--- src/hdl/sar_pkg.sv ---
// Shared types and codes for the sorted allocation registry.
// No dependencies; every other file in hdl/ imports this package.
`default_nettype none

package sar_pkg;

    localparam int KEY_W     = 64;
    localparam int TYPE_W    = 4;
    localparam int COUNT_W   = 31;
    localparam int EBYTES_W  = 16;
    localparam int SOURCE_W  = 16;
    localparam int LINE_W    = 20;
    localparam int TOTAL_W   = 47;
    localparam int POS_W     = 6;
    localparam int OCC_W     = 7;
    localparam int ACTION_W  = 2;
    localparam int STATUS_W  = 2;
    localparam int IN_DATA_W  = 152;
    localparam int OUT_DATA_W = 152;

    // Action codes carried on s_tuser; any other code acts as a lookup
    localparam logic [ACTION_W-1:0] ACT_INSERT = 2'd0;
    localparam logic [ACTION_W-1:0] ACT_DELETE = 2'd1;
    localparam logic [ACTION_W-1:0] ACT_LOOKUP = 2'd2;

    // Status codes carried on m_tuser
    localparam logic [STATUS_W-1:0] ST_OK        = 2'd0;
    localparam logic [STATUS_W-1:0] ST_DUPLICATE = 2'd1;
    localparam logic [STATUS_W-1:0] ST_NOT_FOUND = 2'd2;
    localparam logic [STATUS_W-1:0] ST_FULL      = 2'd3;

    typedef logic [KEY_W-1:0] key_t;

    // One allocation record, type tag in the lowest bits
    typedef struct packed {
        logic [LINE_W-1:0]   line;
        logic [SOURCE_W-1:0] source;
        logic [EBYTES_W-1:0] elem_bytes;
        logic [COUNT_W-1:0]  count;
        logic [TYPE_W-1:0]   type_tag;
    } rec_t;

    // Input beat layout on s_tdata
    typedef struct packed {
        logic [0:0] pad;
        rec_t       rec;
        key_t       key;
    } in_beat_t;

    // Output beat layout on m_tdata
    typedef struct packed {
        logic [4:0]         pad;
        logic [OCC_W-1:0]   occupancy;
        logic [TOTAL_W-1:0] byte_total;
        rec_t               rec;
        logic [POS_W-1:0]   position;
    } out_beat_t;

    // Broadcast control from the sequencer to every cell
    typedef struct packed {
        logic cmp_en;
        logic ins_en;
        logic del_en;
        key_t key;
        rec_t rec;
    } cell_ctl_t;

endpackage

`default_nettype wire

--- src/hdl/sar_cell.sv ---
// One slot of the sorted record chain: holds a key, a record and a valid bit.
// Depends on sar_pkg. Compares against the broadcast key and shifts with neighbors.
`default_nettype none

module sar_cell (
    input  wire logic              clk,
    input  wire logic              rst_n,
    input  wire sar_pkg::cell_ctl_t ctl,
    input  wire logic              left_lt,
    input  wire logic              left_valid,
    input  wire sar_pkg::key_t     left_key,
    input  wire sar_pkg::rec_t     left_rec,
    input  wire logic              right_valid,
    input  wire sar_pkg::key_t     right_key,
    input  wire sar_pkg::rec_t     right_rec,
    output logic                   valid,
    output sar_pkg::key_t          key,
    output sar_pkg::rec_t          rec,
    output logic                   lt,
    output logic                   eq
);
    import sar_pkg::*;

    logic valid_reg;
    logic lt_reg;
    logic eq_reg;
    key_t key_reg;
    rec_t rec_reg;

    logic load_new;
    logic take_left;
    logic take_right;

    // Cells at or above the slot move; the first non-lower cell takes the new record
    assign load_new   = ctl.ins_en && !lt_reg && left_lt;
    assign take_left  = ctl.ins_en && !lt_reg && !left_lt;
    assign take_right = ctl.del_en && !lt_reg;

    // Hold occupancy and compare flags
    always_ff @(posedge clk or negedge rst_n)
    begin
        if (!rst_n)
        begin
            valid_reg <= 1'b0;
            lt_reg    <= 1'b0;
            eq_reg    <= 1'b0;
        end
        else
        begin
            if (ctl.cmp_en)
            begin
                lt_reg <= valid_reg && (key_reg < ctl.key);
                eq_reg <= valid_reg && (key_reg == ctl.key);
            end
            if (load_new)
                valid_reg <= 1'b1;
            else if (take_left)
                valid_reg <= left_valid;
            else if (take_right)
                valid_reg <= right_valid;
        end
    end

    // Move key and record along the chain
    always_ff @(posedge clk)
    begin
        if (load_new)
        begin
            key_reg <= ctl.key;
            rec_reg <= ctl.rec;
        end
        else if (take_left)
        begin
            key_reg <= left_key;
            rec_reg <= left_rec;
        end
        else if (take_right)
        begin
            key_reg <= right_key;
            rec_reg <= right_rec;
        end
    end

    assign valid = valid_reg;
    assign key   = key_reg;
    assign rec   = rec_reg;
    assign lt    = lt_reg;
    assign eq    = eq_reg;

endmodule

`default_nettype wire
--- config.mk ---
export PLATFORM = sky130hd
export DESIGN_NAME = sar_cell
export DESIGN_NICKNAME = d
export VERILOG_FILES = /design/src/hdl/sar_pkg.sv /design/src/hdl/sar_cell.sv
export SDC_FILE = /design/constraint.sdc
export NUM_CORES = 1
export LEC_CHECK = 0
export ABC_AREA = 1
export BUFFER_PORTS_ARGS = -buffer_cell sky130_fd_sc_hd__buf_2
export CAP_MARGIN = 10
export CORE_AREA = 2 2 237 239
export DETAILED_ROUTE_END_ITERATION = 6
export DIE_AREA = 0 0 239 241
export HOLD_SLACK_MARGIN = 0.12
export PLACE_DENSITY = 0.37
export SLEW_MARGIN = 15
export SYNTH_ARGS = -nofsm -noshare
export SYNTH_HDL_FRONTEND = slang
export SYNTH_SLANG_ARGS = --single-unit
--- constraint.sdc ---
create_clock -name clk -period 9.4 [get_ports clk]
set_clock_uncertainty 0.2 [all_clocks]
set_input_delay 0.94 -clock clk [delete_from_list [all_inputs] [get_ports clk]]
set_output_delay 0.94 -clock clk [all_outputs]
set_load 0.02 [all_outputs]
======== After elaboration in Yosys (flattened, before gate mapping) ========
Index checks and enable logic that the tools add are counted.
cells by class
  $lt $le $gt $ge ......................... 1
  eq/ne operators ......................... 1
  mux-type cells .......................... 9
  reductions and logical operators ........ 9
operator list
  cell                         count
  87-bit two-way mux           3
  64-bit two-way mux           3
  64-bit == test               1
  64-bit less-than comparator  1
  1-bit logical AND            6
  1-bit two-way mux            3
  3-bit nonzero test           1
  1-bit zero test              2
word-level totals
  register bits after elaboration ......... 154
  input port bits ......................... 461
  output and inout port bits .............. 154
  logic and storage cells ................. 29

======== Longest topological paths before layout ========
Gate-level depths: netlist of the first run.
  depth after elaboration ................. 5
  mapped depth ............................ 16
  gate-level depth less buffers ........... 16

======== Least setup slack after synthesis of the first run ========
No wires, ideal clock.
  path kind ............................... input to register
  start ................................... input port ctl[152] (netlist bit)
  end ..................................... register valid_reg (netlist: valid)
  setup time .............................. 95 ps
  arrival time ............................ 8421 ps
  slack ................................... 683 ps
  stages .................................. 4
  path through ............................ nor2_1 > nor2_1 > o221ai_1 > nand2_1
on the way
  word-level cells in the longest chain between the ends .. 4
  elaborated cells on any way between the ends .. 6
ends and longest elaborated chain
  what                   line                            text
  start, declared        sar_cell.sv:8                   input wire sar_pkg::cell_ctl_t ctl,
  1-bit logical AND (*)  sar_cell.sv:35, sar_cell.sv:36
  1-bit logical AND      sar_cell.sv:36                  assign take_left = ctl.ins_en && !lt_reg && !left_lt;
  1-bit two-way mux      sar_cell.sv:57                  else if (take_left)
  1-bit two-way mux      sar_cell.sv:55                  if (load_new)
  end signal, assigned   sar_cell.sv:58                  valid_reg <= left_valid;
  end signal, assigned   sar_cell.sv:60                  valid_reg <= right_valid;
  end, declared          sar_cell.sv:24                  logic valid_reg;
Mark *: on every way between the ends. The rest lies on a longest branch, timed or not.
A chain may end at the register's enable or synchronous reset.

======== Final worst setup path of the first run ========
  start ................................... input port ctl[152] (netlist bit)
  end ..................................... register rec_reg (netlist bit rec[68]), data pin
on the way
  word-level cells in the longest chain between the ends .. 4
  elaborated cells on any way between the ends .. 5
ends and longest elaborated chain
  what                    line                            text
  1-bit logical AND (*)   sar_cell.sv:35, sar_cell.sv:36
  1-bit logical AND       sar_cell.sv:36
  87-bit two-way mux      sar_cell.sv:72                  else if (take_left)
  87-bit two-way mux (*)  sar_cell.sv:67                  if (load_new)
  end signal, assigned    sar_cell.sv:70                  rec_reg <= ctl.rec;
  end signal, assigned    sar_cell.sv:75                  rec_reg <= left_rec;
  end signal, assigned    sar_cell.sv:80                  rec_reg <= right_rec;
  end, declared           sar_cell.sv:28                  rec_t rec_reg;
Marks and branches as above.

==> results of run 1 <==
-- cells in the mapped netlist --
cell	count
a22oi_1	96
a211oi_1	1
inv_4	1
nand2_1	321
buf_4	12
edfxtp_1	151
nand4_1	4
o211ai_1	21
nor3_1	1
a21oi_1	27
ha_1	64
inv_1	80
dfrtp_1	3
nor2_4	3
a21o_1	1
buf_2	26
o21ai_0	24
o21a_1	3
nor2_1	20
nor4_1	2
o221ai_1	1
nand3_1	44
o21ai_1	25
inv_2	3
clkbuf_1	9
-- cells in the final DEF, fill, tap and decap left out, drive strengths merged --
cell	instances
nor4	2
inv	85
ha	64
clkinv	5
clkbuf	18
dfrtp	3
o221ai	1
a22oi	96
o21ai	49
nand2	321
clkinvlp	3
nand3	44
edfxtp	151
o21a	3
a211oi	1
dlygate4sd3	1
bufinv	3
buf	623
nand4	4
a21oi	27
nor3	1
diode	10
o211ai	21
nor2	23
a21o	1
-- per-stage QoR --
stage,std cells,hold WS (ns),setup WS [ns],total power [mW]
6_report,2264,0.327,5.71,3.28
5_1_grt,2264,0.390,5.36,3.50
4_1_cts,2254,0.334,5.59,3.35
3_5_place_dp,2223,0.317,5.06,2.59
3_3_place_gp,2223,0.304,5.17,2.60
2_1_floorplan,943,0.384,0.683,2.03
-- worst paths after layout --
check | startpoint | endpoint | slack (ns) | cells after the start
worst max-delay path | ctl[152] | rec[68] | 5.71 | 9
worst min-delay path | eq | eq | 0.33 | 2
worst max register to register | lt | rec[68] | 5.76 | 7
worst min register to register | eq | eq | 0.33 | 2
max in group asynchronous | rst_n | valid | 8.26 | 2
min in group asynchronous | rst_n | eq | 0.62 | 2
-- worst max-delay path: stages --
cell and delay, ns:
buf_2 0.09, inv_1 0.05, nor2_4 0.13, inv_6 0.16
nor2_4 0.73, buf_4 0.62, buf_4 0.75, a22oi_1 0.18
nand2_1 0.11
-- power by group through the flow --
stage               combinational [mW]  clock [mW]  sequential, mW
floorplan                        0.500           0            1.53
global placement                  1.39           0            1.21
detailed placement                1.38           0            1.21
CTS                               1.38       0.771            1.20
global route                      1.49       0.787            1.22
finish                            1.35       0.731            1.19
-- layout make-up --
type / count / area, um2 / area share (%)
sequential: 154 / 4610 / 34.8
inverter: 84 / 320 / 2.42
clock buffer: 18 / 429 / 3.24
timing repair buffer: 624 / 3150 / 23.8
multi-input combinational: 658 / 3690 / 27.8
tap: 704 / 881 / 6.64
clock inverter: 12 / 151 / 1.14
antenna: 10 / 25.0 / 0.189
-- metal layers --
| metal | global-route usage [%] | vias up | share of wire, % | routed length [um] |
|---|---|---|---|---|
| met5 | 0 | - | 0.23 | 99 |
| met3 | 4.45 | 65 | 6.9 | 2940 |
| met4 | 6.72 | 14 | 2.9 | 1240 |
| li1 | - | 4514 | - | - |
| met2 | 23.9 | 348 | 50 | 21400 |
| met1 | 16.6 | 4284 | 40 | 17000 |
-- cells by family (layout without fill, tap and decap cells) --
| logic type | count (synthesis) | after routing | share of synthesized area [%] |
|---|---|---|---|
| compound gates | 199 | 199 | 14.7 |
| fa+ha+maj | 64 | 64 | 9.03 |
| buf+inv | 131 | 738 | 6.45 |
| flops | 154 | 154 | 52.0 |
| other cells | 0 | 10 | 0 |
| simple gates | 395 | 395 | 17.8 |
-- repair_timing --
| item | CTS | global route |
|---|---|---|
| hold endpoints to repair | 3 | 0 |
| hold buffers | 1 | 0 |
| resized for setup | 0 | 0 |
==> flow_metrics.env, run 1 <==
export IMPL_synth_largest_area_cell="edfxtp_1"
export IMPL_worstMarginPinSlew_ns=1.10
export IMPL_vdd_ir_drop_max_mv=0.132
export IMPL_ys_ff_latch=154
export IMPL_io_buffers=614
export IMPL_core_um2=54900
export IMPL_clkPwrFrac_pct=22.3
export IMPL_grt_max_degree=89
export IMPL_die_w_um=239
export IMPL_drtIter0Drc=411
export IMPL_synth_fp_nets=1468
export IMPL_setup_viol=0
export IMPL_p_sw_mw=1.35
export IMPL_dp_hpwl_mm=34.0
export IMPL_cts_buffers=17
export IMPL_netlist_area_um2=8860
export IMPL_critPathMaxFanout=68
export IMPL_drive_gt1_share_pct=42.5
export IMPL_place_congestion=0.830
export IMPL_drt_wl_total_mm=42.7
export IMPL_cp_start_kind="primary input"
export IMPL_grt_usage_pct=14.2
export IMPL_placed_area_um2=12600
export IMPL_worstHoldPathType="flip-flop to flip-flop"
export IMPL_path_class="primary input to flip-flop"
export IMPL_netlist_instances=943
export IMPL_grt_pass1_vias=9434
export IMPL_status="complete, no violations"
export IMPL_finalHoldViolations=0
export IMPL_max_freq_mhz=271
export IMPL_clock_latency_ns=0.47
export IMPL_area_growth_pct=49.6
export IMPL_fillers=6133
export IMPL_vias_per_cell=4.07
export IMPL_drt_pass1_iter_count=5
export IMPL_htreeDepth=4
export IMPL_power_density_nw_per_um2=247
export IMPL_pin_count=615
export IMPL_seq_power_share_pct=36.5
export IMPL_fin_util_pct=24.2
export IMPL_yosysTopAreaCellShare_pct=51.2
export IMPL_vias=9225
export IMPL_seq_area_frac_synth_pct=52.0
export IMPL_root_buffer="clkbuf_16"
export IMPL_final_area_um2=13300
export IMPL_critPathCaptureType="flip-flop"
export IMPL_dieArea_um2=57600
export IMPL_cp_required_ns=9.54
export IMPL_path_clk_slew_ns=0.07
export IMPL_crit_arrival_ns=3.83
export IMPL_drv_slew=0
export IMPL_largest_reg_flops=87
export IMPL_overflow=0
export IMPL_combPwrFrac_pct=41.2
export IMPL_yosys_cell_types_count=25
export IMPL_cts_max_path_buffers=2
export IMPL_initial_utilization_pct=16.2
export IMPL_row_count=86
export IMPL_antenna_found_initial=17
export IMPL_drv_cap=0
export IMPL_p_leak_nw=6.49
export IMPL_max_slew_margin_pct=26.5
export IMPL_wl_per_cell_um=18.9
export IMPL_grt_pass1_wl_mm=59.6
export IMPL_grt_setup_unrepaired="no"
export IMPL_cts_tree="built"
export IMPL_p_int_mw=1.93
export IMPL_finalCriticalPeriod_ns=3.69
export IMPL_synth_top_cells_by_area="edfxtp_1 (51%), nand2_1 (14%), ha_1 (9.0%), a22oi_1 (8.1%), inv_1 (3.4%)"
export IMPL_dieHeight_um=241
export IMPL_clock_sinks=154
export IMPL_synth_warnings=0
export IMPL_cts_setup_buffers=0
export IMPL_nNetsFinal=2064
export IMPL_fin_tns_setup_ns=0
export IMPL_swShare_pct=41.1
export IMPL_fin_crit_sh_pct=39.2
export IMPL_ant_nets=0
export IMPL_syn_area_per_cell_um2=9.40
export IMPL_drc=0
(Power assumes the default switching activity.)
==> run 2: changes to the inputs <==
==> constraint.sdc (replaced) <==
create_clock -name clk -period 3.44 [get_ports clk]
set_clock_uncertainty 0.2 [all_clocks]
set_input_delay 0.344 -clock clk [delete_from_list [all_inputs] [get_ports clk]]
set_output_delay 0.344 -clock clk [all_outputs]
set_load 0.02 [all_outputs]
==> run 2 against run 1 <==
Net effect: core utilization up 6.5 points; first-iteration DRC count down 11%; die area unchanged; non-clock buffer count up 350; cell area up 27%; worst hold slack better by 0.031 ns; flip-flop and latch count unchanged; global-route usage up 0.46 points; sequential share of layout area down 7.4 points; setup slack worse by 5.5 ns; clock power rose to 2.7 times the previous value; critical endpoint is now key[40]; largest power group unchanged; highest routed layer unchanged.
==> flow_metrics.env, run 2 (synthesis results as in run 1) <==
export IMPL_drt_wl_total_mm=43.6
export IMPL_post_cts_resized=0
export IMPL_clock_sinks=154
export IMPL_drtIter0Drc=366
export IMPL_initial_utilization_pct=16.2
export IMPL_final_area_um2=16800
export IMPL_drt_pass1_iter_count=4
export IMPL_ant_nets=0
export IMPL_power_density_nw_per_um2=588
export IMPL_grt_use_met3_pct=5.01
export IMPL_pin_count=615
export IMPL_overflow=0
export IMPL_status="complete, no violations"
export IMPL_nNetsFinal=2414
export IMPL_largest_reg_flops=87
export IMPL_root_buffer="clkbuf_16"
export IMPL_setup_ws_ns=0.245
export IMPL_worstMarginPinSlew_ns=1.04
export IMPL_cts_buffers=17
export IMPL_grt_pass1_wl_mm=62.7
export IMPL_critPathMaxFanout=35
export IMPL_row_count=86
export IMPL_clock_latency_ns=0.49
export IMPL_placed_area_um2=12700
export IMPL_cts_setup_buffers=0
export IMPL_grt_usage_pct=14.7
export IMPL_drc=0
export IMPL_final_common_cell="buf_2"
export IMPL_grt_max_degree=92
export IMPL_setup_viol=0
export IMPL_mostFrequentLayoutCells="buf_2 (614), dlygate4sd3_1 (349), nand2_1 (321), edfxtp_1 (151), a22oi_1 (96)"
export IMPL_area_growth_pct=90.0
export IMPL_use_met2_pct=26.3
export IMPL_grt_setup_unrepaired="no"
export IMPL_cts_tree="built"
export IMPL_critPathCaptureType="flip-flop"
export IMPL_finalHoldViolations=0
export IMPL_vias_per_cell=4.06
export IMPL_dp_hpwl_mm=33.8
export IMPL_place_congestion=0.834
export IMPL_max_slew_margin_pct=30.9
export IMPL_drv_cap=0
export IMPL_path_class="flip-flop to flip-flop"
export IMPL_vdd_ir_drop_max_mv=0.373
export IMPL_dieHeight_um=241
export IMPL_met1_usage_pct=16.3
export IMPL_holdWs_ns=0.358
export IMPL_dpl_worst_slack_ns=1.05
export IMPL_cp_required_ns=3.59
export IMPL_htreeDepth=4
export IMPL_path_clk_slew_ns=0.06
export IMPL_reg2reg_from="lt"
export IMPL_max_freq_mhz=313
export IMPL_cp_start_kind="flip-flop"
export IMPL_finalCriticalPeriod_ns=3.19
export IMPL_core_um2=54900
export IMPL_vias=10600
export IMPL_grt_busiest_layer="met2"
export IMPL_crit_arrival_ns=3.34
export IMPL_drv_slew=0
export IMPL_min_delay_start="eq"
export IMPL_crit_start="lt"
export IMPL_cts_max_path_buffers=2
export IMPL_p_leak_nw=8.01
export IMPL_grt_pass1_vias=10800
export IMPL_die_w_um=239
export IMPL_io_buffers=614
export IMPL_wl_per_cell_um=16.7
export IMPL_worstHoldPathType="flip-flop to flip-flop"
export IMPL_fin_crit_sh_pct=92.9
export IMPL_dieArea_um2=57600
export IMPL_antenna_found_initial=9
export IMPL_drive_gt1_share_pct=35.0
run 2: cell count changes in the layout (fill, tap and decap cells not counted), moves of 2 or more:
cell,delta
buf_12,+7
inv_8,+2
dlygate4sd3_1,+348
buf_4,-5
clkinv_4,+2
diode_2,-7
run 2: per-layer routing:
layer	share of wire (%)	wire, um	vias up
met5	0.16	71	-
met4	1.8	780	10
met3	7.7	3340	43
met2	51	22100	378
met1	40	17300	4956
li1	-	-	5210
run 2: final timing paths:
| kind | endpoint | slack, ns | cells after the start |
|---|---|---|---|
| hold / removal | eq | 0.36 | 2 |
| max in group asynchronous | lt | 2.30 | 3 |
| setup reg to reg | key[40] | 0.25 | 8 |
| min in group asynchronous | valid | 0.57 | 3 |
| setup / recovery | key[40] | 0.25 | 8 |
| hold reg to reg | eq | 0.36 | 2 |
run 2: worst max-delay path: stages (launching register included):
cell,delay [ns]
dfrtp_2,0.46
nor2_4,0.17
inv_6,0.10
nor2_4,0.42
buf_12,0.29
a22oi_1,0.10
dlygate4sd3_1,0.58
o21ai_0,0.10
dlygate4sd3_1,0.61
run 2: layout make-up:
type	count	area, um2
fillers	5955	38000
multi-input cells	658	3690
inverters	84	320
flip-flops and latches	154	4610
repair buffers	974	6740
well taps	704	881
diodes	3	7.51
clock buffers	17	425
clock inverters	15	166
run 2: power by group:
group | switching [mW] | leakage [nW] | internal [mW]
registers | 0.268 | 1.55 | 2.97
logic | 2.71 | 6.18 | 1.98
clock network | 0.900 | 0.281 | 1.08
run 2: timing repair:
action	4_1_cts	5_1_grt
setup endpoints to repair	0	0
hold endpoints to repair	157	0
hold buffers	349	0
run 2: stage by stage:
| step | TNS (ns) | std cells | total power, mW | util [%] |
|---|---|---|---|---|
| floorplan | -0.0948 | 943 | 5.47 | - |
| detailed placement | 0 | 2225 | 7.18 | 23.2 |
| global placement | 0 | 2225 | 7.18 | 23.2 |
| finish | 0 | 2609 | 9.90 | 30.7 |
| global route | 0 | 2607 | 10.6 | 30.7 |
| CTS | 0 | 2606 | 10.1 | 30.7 |
==> run 3: changes to the inputs <==
--- a/config.mk
+++ b/config.mk
@@ -8,9 +8,9 @@
 export ABC_AREA = 1
 export BUFFER_PORTS_ARGS = -buffer_cell sky130_fd_sc_hd__buf_2
 export CAP_MARGIN = 10
-export CORE_AREA = 2 2 237 239
+export CORE_AREA = 3 3 238 240
 export DETAILED_ROUTE_END_ITERATION = 6
-export DIE_AREA = 0 0 239 241
+export DIE_AREA = 0 0 241 243
 export HOLD_SLACK_MARGIN = 0.12
 export PLACE_DENSITY = 0.37
 export SLEW_MARGIN = 15
==> run 3 against run 2 <==
Net effect: sequential power about the same; power increased by 0.16%; cell area grew 0.32%; first-iteration DRC count grew 24%; setup slack worse by 0.052 ns; clock power is essentially flat; non-clock buffer count is 6 higher; wire length grew 2.2%; worst hold slack worse by 0.039 ns; flip-flop and latch count stayed put.
==> flow_metrics.env, run 3 (synthesis results as in run 1) <==
export IMPL_hold_buffers=353
export IMPL_placed_area_um2=12700
export IMPL_fin_crit_sh_pct=94.4
export IMPL_max_freq_mhz=308
export IMPL_final_cell_count_no_fill=2620
export IMPL_max_slew_margin_pct=52.0
export IMPL_finalCriticalPeriod_ns=3.25
export IMPL_reg2reg_from="lt"
export IMPL_met1_length_mm=17.5
export IMPL_grt_usage_pct=14.7
export IMPL_dp_cells=2227
export IMPL_status="complete, no violations"
export IMPL_finalHoldViolations=0
export IMPL_drt_pass1_iter_count=5
export IMPL_dp_hpwl_mm=33.9
export IMPL_cts_max_path_buffers=2
export IMPL_grt_max_degree=89
export IMPL_setup_viol=0
export IMPL_drive_gt1_share_pct=34.9
export IMPL_rrSetupSlack_ns=0.19
export IMPL_worstMarginPinSlew_ns=0.719
export IMPL_power_density_nw_per_um2=587
export IMPL_setup_ws_ns=0.193
export IMPL_grt_setup_unrepaired="no"
export IMPL_drv_slew=0
export IMPL_grt_pass1_wl_mm=64.1
export IMPL_dpl_worst_slack_ns=1.16
export IMPL_cp_required_ns=3.58
export IMPL_vdd_ir_drop_max_mv=0.388
export IMPL_crit_path_end="key[52]"
export IMPL_ff2ff_path_depth=7
export IMPL_combPwrFrac_pct=47.2
export IMPL_dieHeight_um=243
export IMPL_critPathCaptureType="flip-flop"
export IMPL_seq_power_share_pct=32.7
export IMPL_antenna_found_initial=10
export IMPL_area_growth_pct=90.6
export IMPL_cts_setup_buffers=0
export IMPL_ant_nets=0
export IMPL_clock_sinks=154
export IMPL_wl_per_cell_um=17.0
export IMPL_drt_wl_total_mm=44.6
export IMPL_nNetsFinal=2420
export IMPL_vias_per_cell=4.09
export IMPL_dr_wl_met3_mm=3.45
export IMPL_post_cts_resized=0
export IMPL_fillers=5869
export IMPL_drv_cap=0
export IMPL_clkPwrFrac_pct=20.1
export IMPL_r2r_end="key[52]"
export IMPL_cts_tree="built"
export IMPL_fin_util_pct=30.8
export IMPL_vias=10700
export IMPL_path_class="flip-flop to flip-flop"
export IMPL_dieArea_um2=58600
export IMPL_final_common_cell="buf_2"
export IMPL_p_int_mw=6.04
export IMPL_cp_start_kind="flip-flop"
export IMPL_die_w_um=241
export IMPL_root_buffer="clkbuf_16"
export IMPL_p_leak_nw=8.03
export IMPL_clock_latency_ns=0.49
export IMPL_crit_start="lt"
export IMPL_fin_tns_setup_ns=0
export IMPL_io_buffers=614
export IMPL_final_area_um2=16900
export IMPL_drtIter0Drc=455
export IMPL_largest_reg_flops=87
export IMPL_worstHoldPathType="flip-flop to flip-flop"
export IMPL_cts_buffers=17
export IMPL_core_um2=54900
export IMPL_highest_layer="met5"
export IMPL_mostFrequentLayoutCells="buf_2 (614), dlygate4sd3_1 (353), nand2_1 (321), edfxtp_1 (151), a22oi_1 (96)"
export IMPL_htreeDepth=4
export IMPL_drc=0
export IMPL_swShare_pct=39.2
export IMPL_p_sw_mw=3.88
export IMPL_initial_utilization_pct=16.2
export IMPL_row_count=86
export IMPL_grt_pass1_vias=11200
export IMPL_path_clk_slew_ns=0.07
export IMPL_dr_wl_met2_mm=22.3
export IMPL_overflow=0
export IMPL_pin_count=615
export IMPL_place_congestion=0.906
export IMPL_critPathMaxFanout=59
export IMPL_crit_arrival_ns=3.39
[run 3: changes by cell type in the layout (fill, tap and decap cells not counted), sizes merged]
cell         previous run  this run
diode                   3         8
clkinv                  6         2
dlygate4sd3           349       353
buf                   625       627
clkbuf                 17        19
inv                    88        90
[run 3: routing by layer]
| layer | track usage [%] | vias up |
|---|---|---|
| li1 | - | 5230 |
| met2 | 26.1 | 419 |
| met3 | 4.83 | 70 |
| met4 | 5.73 | 8 |
| met5 | 0 | - |
| met1 | 16.0 | 4998 |
[run 3: metrics by stage]
step	power, mW	hold slack, ns
3_3_place_gp	7.14	-0.0467
5_1_grt	10.6	0.334
4_1_cts	10.1	0.317
2_1_floorplan	5.47	-0.152
3_5_place_dp	7.14	-0.0479
6_report	9.92	0.318
[run 3: layout make-up]
type / instances / area (um2) / share of cell area [%]
Timing Repair Buffer: 980 / 6780 / 40.1
Clock buffer: 19 / 433 / 2.56
Clock inverter: 13 / 158 / 0.933
Sequential cell: 154 / 4610 / 27.3
Multi-Input combinational cell: 658 / 3690 / 21.8
Antenna cell: 8 / 20.0 / 0.119
Tap cell: 704 / 881 / 5.21
Inverter: 84 / 320 / 1.90
[run 3: worst max-delay path: stages, from the launching register on]
cell and delay (ns):
dfrtp_2 0.44, nor2_4 0.07, inv_6 0.24, buf_4 0.63, a22oi_1 0.19, dlygate4sd3_1 0.61, o21ai_0 0.07, dlygate4sd3_1 0.57
[run 3: worst min path at each step]
stage / start / end / slack (ns) / cells after the start
after floorplan: rst_n / eq / -0.15 / 0
after global placement: rst_n / eq / -0.05 / 1
after detailed placement: rst_n / valid / -0.05 / 1
after CTS: eq / eq / 0.32 / 2
after global routing: eq / eq / 0.33 / 2
final: eq / eq / 0.32 / 2
[run 3: power groups by stage]
stage                     registers, mW  logic (mW)  clock network, mW
after floorplan                    4.10        1.37                  0
after CTS                          3.25        4.75               2.08
final                              3.24        4.69               1.99
after global placement             3.27        3.87                  0
after global routing               3.32        5.12               2.14
after detailed placement           3.29        3.85                  0
